`config.mk`:
```
export PLATFORM = sky130hd
export DESIGN_NAME = round_robin_thread_scheduler
export DESIGN_NICKNAME = d
export VERILOG_FILES = /design/src/hw/rtl/rrts_pkg.sv /design/src/hw/rtl/round_robin_thread_scheduler.sv
export SDC_FILE = /design/constraint.sdc
export NUM_CORES = 1
export LEC_CHECK = 0
export BUFFER_PORTS_ARGS = -buffer_cell sky130_fd_sc_hd__buf_2
export CAP_MARGIN = 10
export CORE_MARGIN = 2
export CORE_UTILIZATION = 53
export CTS_CLUSTER_SIZE = 30
export DETAILED_ROUTE_END_ITERATION = 10
export HOLD_SLACK_MARGIN = 0.08
export PLACE_DENSITY_LB_ADDON = 0.12
export REMOVE_ABC_BUFFERS = 1
export SLEW_MARGIN = 0
export SYNTH_ARGS = -nofsm -noshare
export SYNTH_HDL_FRONTEND = slang
export SYNTH_SLANG_ARGS = --single-unit
export TNS_END_PERCENT = 10
```
`constraint.sdc`:
```
create_clock -name i_clk -period 10 [get_ports i_clk]
set_clock_uncertainty 0.2 [all_clocks]
set_input_delay 3 -clock i_clk [delete_from_list [all_inputs] [get_ports i_clk]]
set_output_delay 3 -clock i_clk [all_outputs]
set_load 0.01 [all_outputs]
```
`src/hw/rtl/rrts_pkg.sv`:
```
`timescale 1ns / 1ps
`default_nettype none

package rrts_pkg;

    localparam int SLOTS       = 4;
    localparam int SLOT_W      = 2;
    localparam int ADDR_W      = 64;
    localparam int STRIDE_W    = 16;
    localparam int CFG_IDX_W   = 2;
    localparam int STACK_BYTES = 8192;

    localparam logic [ADDR_W-1:0]   STACK_BYTES_V = ADDR_W'(STACK_BYTES);
    localparam logic [ADDR_W-1:0]   BASE_RESET    = '0;
    localparam logic [STRIDE_W-1:0] STRIDE_RESET  = 16'd8312;

    localparam logic [CFG_IDX_W-1:0] REG_STACK_BASE  = 2'd0;
    localparam logic [CFG_IDX_W-1:0] REG_SLOT_STRIDE = 2'd1;

    localparam logic [1:0] OP_CREATE   = 2'd0;
    localparam logic [1:0] OP_YIELD    = 2'd1;
    localparam logic [1:0] OP_EXIT     = 2'd2;
    localparam logic [1:0] OP_SCHEDULE = 2'd3;

    localparam logic [1:0] SLOT_FREE     = 2'd0;
    localparam logic [1:0] SLOT_RUNNING  = 2'd1;
    localparam logic [1:0] SLOT_RUNNABLE = 2'd2;

    localparam logic [2:0] STS_NO_SWITCH  = 3'd0;
    localparam logic [2:0] STS_SWITCHED   = 3'd1;
    localparam logic [2:0] STS_HALT       = 3'd2;
    localparam logic [2:0] STS_CREATED    = 3'd3;
    localparam logic [2:0] STS_TABLE_FULL = 3'd4;

    typedef struct packed {
        logic [1:0]        operation;
        logic [ADDR_W-1:0] entry_address;
        logic [ADDR_W-1:0] outgoing_return;
        logic [ADDR_W-1:0] outgoing_stack;
    } t_rrts_in;

    typedef struct packed {
        logic [2:0]        status;
        logic [SLOT_W-1:0] from_slot;
        logic [SLOT_W-1:0] to_slot;
        logic [ADDR_W-1:0] resume_address;
        logic [ADDR_W-1:0] resume_stack;
    } t_rrts_out;

endpackage

`default_nettype wire

```
`src/hw/rtl/round_robin_thread_scheduler.sv`:
```
// Channel  | Direction | Handshake                  | Payload
// in       | input     | i_in_valid / o_in_ready    | i_in_data  (t_rrts_in)
// out      | output    | o_out_valid / i_out_ready  | o_out_data (t_rrts_out)
// cfg      | input     | i_cfg_valid / o_cfg_ready  | i_cfg_index, i_cfg_data
//
// An item is taken in and its scan then visits up to four slots, one slot per cycle
// while the output register is free, through a single slot probe and a single 64-bit
// adder that also builds the stack top.
// Reset leaves slot zero running and current, all other slots free.
// A finished result sits in the output register; the scan pauses on any step while
// that register is still occupied. Configuration transfers are always taken.
`timescale 1ns / 1ps
`default_nettype none

module round_robin_thread_scheduler
    import rrts_pkg::*;
(
    input  wire logic                 i_clk,
    input  wire logic                 i_rst_n,
    input  wire logic                 i_in_valid,
    output logic                      o_in_ready,
    input  wire t_rrts_in             i_in_data,
    output logic                      o_out_valid,
    input  wire logic                 i_out_ready,
    output t_rrts_out                 o_out_data,
    input  wire logic                 i_cfg_valid,
    output logic                      o_cfg_ready,
    input  wire logic [CFG_IDX_W-1:0] i_cfg_index,
    input  wire logic [ADDR_W-1:0]    i_cfg_data
);

    typedef enum logic [1:0] {
        S_IDLE,
        S_SCAN
    } t_state;

    t_state              r_state;
    logic [ADDR_W-1:0]   r_base;
    logic [STRIDE_W-1:0] r_stride;
    logic [1:0]          r_slot_st [SLOTS];
    logic [SLOT_W-1:0]   r_cur;
    logic [SLOT_W-1:0]   r_from;
    logic [SLOT_W-1:0]   r_probe;
    logic [SLOT_W-1:0]   r_cnt;
    logic [ADDR_W-1:0]   r_acc;
    t_rrts_in            r_in;
    logic                r_out_valid;
    t_rrts_out           r_out;

    logic [ADDR_W-1:0]   r_mem_ret [SLOTS];
    logic [ADDR_W-1:0]   r_mem_stk [SLOTS];

    logic                w_in_acc;
    logic                w_out_free;
    logic                w_create;
    logic                w_hit;
    logic                w_last;
    logic                w_step;
    logic                w_finish;
    logic [SLOT_W-1:0]   n_probe;
    logic [ADDR_W-1:0]   w_add_a;
    logic [ADDR_W-1:0]   w_add_b;
    logic [ADDR_W-1:0]   w_sum;
    logic                w_mem_we;
    logic [SLOT_W-1:0]   w_mem_addr;
    logic [ADDR_W-1:0]   w_mem_ret_d;
    logic [ADDR_W-1:0]   w_mem_stk_d;

    assign o_in_ready  = (r_state == S_IDLE);
    assign o_cfg_ready = 1'b1;
    assign o_out_valid = r_out_valid;
    assign o_out_data  = r_out;

    assign w_in_acc   = i_in_valid && o_in_ready;
    assign w_out_free = !r_out_valid || i_out_ready;
    assign w_create   = (r_in.operation == OP_CREATE);
    assign w_hit      = w_create ? (r_slot_st[r_probe] == SLOT_FREE)
                                 : (r_slot_st[r_probe] == SLOT_RUNNABLE);
    assign w_last     = (r_cnt == SLOT_W'(SLOTS - 1));
    assign w_step     = (r_state == S_SCAN) && w_out_free;
    assign w_finish   = w_step && (w_hit || w_last);
    assign n_probe    = (r_probe == SLOT_W'(SLOTS - 1)) ? '0 : r_probe + 1'b1;

    // Shared adder: base plus stack size on entry, then one stride per skipped slot.
    assign w_add_a = (r_state == S_IDLE) ? r_base : r_acc;
    assign w_add_b = (r_state == S_IDLE) ? STACK_BYTES_V : {{(ADDR_W-STRIDE_W){1'b0}}, r_stride};
    assign w_sum   = w_add_a + w_add_b;

    assign w_mem_we    = w_step && w_hit && (w_create || (r_probe != r_from));
    assign w_mem_addr  = w_create ? r_probe : r_from;
    assign w_mem_ret_d = w_create ? r_in.entry_address : r_in.outgoing_return;
    assign w_mem_stk_d = w_create ? r_acc : r_in.outgoing_stack;

    always_ff @(posedge i_clk) begin
        if (w_mem_we) begin
            r_mem_ret[w_mem_addr] <= w_mem_ret_d;
            r_mem_stk[w_mem_addr] <= w_mem_stk_d;
        end
    end

    always_ff @(posedge i_clk) begin
        if (!i_rst_n) begin
            r_state     <= S_IDLE;
            r_base      <= BASE_RESET;
            r_stride    <= STRIDE_RESET;
            r_cur       <= '0;
            r_out_valid <= 1'b0;
            for (int i = 0; i < SLOTS; i++) begin
                r_slot_st[i] <= (i == 0) ? SLOT_RUNNING : SLOT_FREE;
            end
        end else begin
            if (i_cfg_valid) begin
                if (i_cfg_index == REG_STACK_BASE) begin
                    r_base <= i_cfg_data;
                end else if (i_cfg_index == REG_SLOT_STRIDE) begin
                    r_stride <= i_cfg_data[STRIDE_W-1:0];
                end
            end
            if (r_out_valid && i_out_ready && !w_finish) begin
                r_out_valid <= 1'b0;
            end
            unique case (r_state)
                S_IDLE: begin
                    if (w_in_acc) begin
                        r_in      <= i_in_data;
                        r_acc     <= w_sum;
                        r_cnt     <= '0;
                        r_state   <= S_SCAN;
                        r_probe   <= (i_in_data.operation == OP_CREATE) ? '0 :
                                     ((r_cur == SLOT_W'(SLOTS - 1)) ? '0 : r_cur + 1'b1);
                        r_from    <= r_cur;
                        if (i_in_data.operation == OP_YIELD) begin
                            r_slot_st[r_cur] <= SLOT_RUNNABLE;
                        end else if (i_in_data.operation == OP_EXIT) begin
                            r_slot_st[r_cur] <= SLOT_FREE;
                        end
                    end
                end
                S_SCAN: begin
                    if (w_step && !w_finish) begin
                        r_probe <= n_probe;
                        r_cnt   <= r_cnt + 1'b1;
                        r_acc   <= w_sum;
                    end
                    if (w_finish) begin
                        r_state         <= S_IDLE;
                        r_out_valid     <= 1'b1;
                        r_out.from_slot <= r_from;
                        if (w_create) begin
                            if (w_hit) begin
                                r_slot_st[r_probe]   <= SLOT_RUNNABLE;
                                r_out.status         <= STS_CREATED;
                                r_out.to_slot        <= r_probe;
                                r_out.resume_address <= r_in.entry_address;
                                r_out.resume_stack   <= r_acc;
                            end else begin
                                r_out.status         <= STS_TABLE_FULL;
                                r_out.to_slot        <= '0;
                                r_out.resume_address <= '0;
                                r_out.resume_stack   <= '0;
                            end
                        end else if (!w_hit) begin
                            r_out.status         <= STS_HALT;
                            r_out.to_slot        <= '0;
                            r_out.resume_address <= '0;
                            r_out.resume_stack   <= '0;
                        end else if (r_probe == r_from) begin
                            r_out.status         <= STS_NO_SWITCH;
                            r_out.to_slot        <= r_probe;
                            r_out.resume_address <= '0;
                            r_out.resume_stack   <= '0;
                        end else begin
                            r_slot_st[r_probe]   <= SLOT_RUNNING;
                            r_cur                <= r_probe;
                            r_out.status         <= STS_SWITCHED;
                            r_out.to_slot        <= r_probe;
                            r_out.resume_address <= r_mem_ret[r_probe];
                            r_out.resume_stack   <= r_mem_stk[r_probe];
                        end
                    end
                end
                default: begin
                    r_state <= S_IDLE;
                end
            endcase
        end
    end

`ifndef NO_ASSERTIONS
    a_busy_after_accept: assert property (@(posedge i_clk) disable iff (!i_rst_n)
        w_in_acc |=> !o_in_ready)
        else $error("scheduler took a transfer while a scan was running");

    a_switch_moves: assert property (@(posedge i_clk) disable iff (!i_rst_n)
        (r_out_valid && r_out.status == STS_SWITCHED) |-> (r_out.to_slot != r_out.from_slot))
        else $error("switch reported to the outgoing slot");

    a_switch_current: assert property (@(posedge i_clk) disable iff (!i_rst_n)
        (w_finish && !w_create && w_hit && r_probe != r_from)
        |=> (r_cur == $past(r_probe)) && (r_slot_st[r_cur] == SLOT_RUNNING))
        else $error("incoming slot not made current and running");

    a_empty_result: assert property (@(posedge i_clk) disable iff (!i_rst_n)
        (r_out_valid && (r_out.status == STS_HALT || r_out.status == STS_TABLE_FULL))
        |-> (r_out.to_slot == '0 && r_out.resume_address == '0 && r_out.resume_stack == '0))
        else $error("halt or table full result carries slot data");

    a_scan_advance: assert property (@(posedge i_clk) disable iff (!i_rst_n)
        (w_step && !w_finish) |=> (r_state == S_SCAN) && (r_cnt == $past(r_cnt) + 1'b1))
        else $error("scan counter did not advance");
`endif

endmodule

`default_nettype wire

```
==> results.py <==
metrics = {
    "outcome": {
        "run_status": "finished clean",
    },
    "floorplan": {
        "die_h_um": 278.8,
        "core_area_sq_mm": 0.07457,
        "rows": 100,
        "die_x_um": 278.8,
        "io_pins": 403,
        "start_util": 0.5367,
        "dieArea_sq_mm": 0.07773,
    },
    "route": {
        "drtAntennaViolNets": 0,
        "vias_per_cell": 5.781,
        "vias": 23420,
        "drtIter0Drc": 2188,
        "routedWlPerCell_um": 23.21,
        "firstDrtPassIters": 5,
        "drt-total-wl_um": 94010,
        "drt_drc_violations_left": 0,
    },
    "global_routing": {
        "overflow": 0,
        "grt_max_degree": 98,
        "antenna_found_initial": 2,
        "grt_first_pass_wirelength_um": 141300,
        "grt_usage": 0.2415,
        "grt_pass1_vias": 23914,
    },
    "synth": {
        "syn_area_sq_mm": 0.04002,
        "synth-async-reset-ratio": 0,
        "synthesis.instances": 2591,
        "ys_seq_elements": 1005,
        "synthTopCellsByArea": "edfxtp_1 69%, mux4_2 7.3%, nand2_1 6.1%",
        "syn_area_per_cell_sq_um": 15.45,
        "yosys_warnings": 0,
        "yosys.area.top_type": "edfxtp_1",
        "synth_ff_type": "edfxtp_1",
        "ys_seq_area_frac": 0.7325,
        "yosysTopAreaCellShare": 0.6895,
        "synth_edf_count": 919,
        "synth_cell_type_count": 75,
    },
    "placed_design": {
        "place_congestion": 0.8397,
        "port_buffers": 401,
        "place_area_sq_mm": 0.04310,
        "hpwl_um": 56600,
        "dp_cells": 3863,
    },
    "timing": {
        "rsz0062_at_grt": "no",
        "setup_violations": 0,
        "worst_slew_pin_slew_ns": 1.086,
        "max_freq_mhz": 169.5,
        "finalCritPeriodShare": 0.5899,
        "hold_ws_ns": 0.2615,
        "fin_crit_ns": 5.899,
        "drv_slew": 0,
        "final-hold-violation-count": 0,
        "relSlewSlack": 0.2757,
    },
    "layout": {
        "n_antenna_cell": 0,
        "seqCellArea_sq_mm": 0.02933,
        "drive_gt1_frac": 0.2466,
        "fin_cells": 4051,
        "multi_input_area_sq_mm": 0.01021,
        "nFillCells": 5579,
        "layout.nets": 3283,
        "fin_area_sq_mm": 0.04632,
        "synthToLayoutAreaGrowth_pct": 15.72,
    },
    "cts": {
        "clk_pin_slew_ns": 0.05,
        "cts_buffer_depth": 3,
        "htree_levels": 3,
        "hold_buffers": 0,
        "clk_latency_ns": 0.67,
        "cts.sinks": 1005,
        "cts_buffers": 102,
        "post_cts_buffers": 0,
        "cts_tree": "yes",
        "cts_root_buffer": "clkbuf_16",
        "post_cts_resized": 0,
    },
    "setup_path": {
        "end_kind": "register",
        "worstSetupPathType": "in -> reg",
        "start_kind": "primary input",
        "crit_top_cell": "buf_4",
        "path_max_fanout": 91,
        "slowest_delay_ns": 0.84,
        "critical_path_arrival_ns": 5.98,
        "cpMaxStageDelayCell": "buf_4",
        "required_ns": 10.09,
        "path_cells": "buf_2, buf_4, and3_4, buf_4, buf_4",
    },
    "power_and_ir_drop": {
        "p_sw_mw": 2.173,
        "combinationalPowerShare": 0.090,
        "powerDensity_mw_per_mm2": 202.7,
        "p_sw_frac": 0.2315,
        "sequentialPowerShare": 0.520,
        "clockPowerShare": 0.390,
        "cellLeakagePower_nw": 16.42,
        "ir_drop_v": 0.0001749,
        "power.internal_mw": 7.214,
    },
    "worst_hold_path": {
        "hold_class": "reg -> reg",
    },
    "run": {
        "maxCapViolCount": 0,
    },
}
-- sequential cells by signal (all words and copies together) (netlist names), named ones only --
register,count
r_cnt,2
r_from,2
r_acc,64
r_in,194
r_state,1
o_out_data,135
r_base,64
r_stride,16
r_mem_ret,256
r_probe,2
o_out_valid,1
r_cur,2
r_slot_st,8
r_mem_stk,256
-- through the flow --
step / setup WS (ns) / util / total power [mW] / TNS [ns]
final: 4.101 / 0.6211 / 9.386 / 0
after global routing: 3.901 / 0.6211 / 9.704 / 0
after CTS: 4.132 / 0.6211 / 9.466 / 0
after detailed placement: 3.427 / 0.5780 / 5.821 / 0
after global placement: 3.539 / 0.5780 / 5.799 / 0
after floorplan: -3.839 / - / 5.570 / -2088.12
-- power groups by stage --
stage / clock [mW] / combinational (mW) / sequential (mW)
global route: 3.89 / 0.921 / 4.90
detailed placement: 0 / 0.850 / 4.97
global placement: 0 / 0.833 / 4.97
finish: 3.66 / 0.845 / 4.88
floorplan: 0 / 0.558 / 5.01
CTS: 3.73 / 0.856 / 4.88
-- worst paths after layout --
check	endpoint	slack (ns)	cells after the start	startpoint
max	r_in[26]$_DFFE_PP_	4.10	5	i_rst_n
min	r_base[39]$_SDFFE_PN0P_	0.26	2	r_base[39]$_SDFFE_PN0P_
max reg2reg	r_mem_ret[3][59]$_DFFE_PP_	5.40	6	r_in[192]$_DFFE_PP_
min reg2reg	r_base[39]$_SDFFE_PN0P_	0.26	2	r_base[39]$_SDFFE_PN0P_
-- synth_stat cells (8+ instances only) --
cell,instances
nand2_1,647
a21o_1,10
edfxtp_1,919
ha_1,19
o21ai_0,82
nor3_1,15
clkbuf_1,119
nand3_1,31
and2_1,23
buf_2,8
a32o_1,12
nand3b_1,9
xor2_1,31
a22o_1,64
inv_1,13
nor2b_1,22
dfxtp_1,86
a21boi_0,78
mux2_2,16
xnor2_1,33
nor2_1,44
a21oi_1,46
mux2i_1,28
a32oi_1,9
mux4_2,130
-- cell type report --
| cell class | count | share of cell area |
|---|---|---|
| Timing Repair Buffer | 438 | 0.04960 |
| Clock inverter | 55 | 0.01029 |
| Inverter | 14 | 0.001162 |
| Clock buffer | 133 | 0.05916 |
| Multi-Input combinational cell | 1437 | 0.2204 |
| Sequential cell | 1005 | 0.6332 |
| Tap cell | 969 | 0.02618 |
-- cells in the final DEF (no fill, tap or decap), types with 5 or more instances in the layout --
master	synthesis	routed
a31oi_1	7	7
dfxtp_1	86	83
and3_1	6	5
clkbuf_8	0	5
and2_1	23	22
a21oi_1	46	45
clkbuf_1	119	25
xnor2_1	33	33
inv_1	13	12
mux2_2	16	16
a32o_1	12	12
nor2b_1	22	22
mux2i_1	28	28
nand4_1	7	7
xor2_1	31	31
buf_2	8	401
nand3b_1	9	9
a22o_1	64	64
a32oi_1	9	9
clkbuf_16	0	103
ha_1	19	19
nor2_4	0	6
nand2_1	647	647
clkinv_2	0	24
edfxtp_1	919	919
o21ai_0	82	81
mux4_2	130	130
nor2_1	44	38
or3_1	5	5
bufinv_16	0	6
clkinv_1	1	20
buf_4	2	36
a21o_1	10	10
nand3_1	31	31
a21boi_0	78	78
nor3_1	15	15
-- cell families (layout without fill, tap and decap cells) --
family                   after synthesis  in the layout  share of synthesized area
buffers and inverters                149            640                    0.01441
AO/OA/AOI/OAI                        339            339                    0.05924
other                                  1              1                 0.00009369
flip-flops                          1005           1005                     0.7325
XOR/XNOR                              64             64                    0.01400
AND/OR/NAND/NOR                      839            839                    0.08866
adder cells (fa/ha/maj)               20             20                   0.006440
multiplexers                         174            174                    0.08465
-- critical path: cells and delay by family --
kind,cells,cell delay [ns]
buffers and inverters,4,2.25
AND/OR/NAND/NOR,1,0.50
-- per-layer routing --
layer | track usage | routed length (um) | vias to the layer above
li1 | - | - | 10592
met1 | 0.3399 | 39750 | 11811
met2 | 0.3904 | 44960 | 892
met3 | 0.04577 | 7194 | 125
met4 | 0.06589 | 2106 | 0
met5 | 0 | 0 | -
Power figures use the tool's default switching activity.
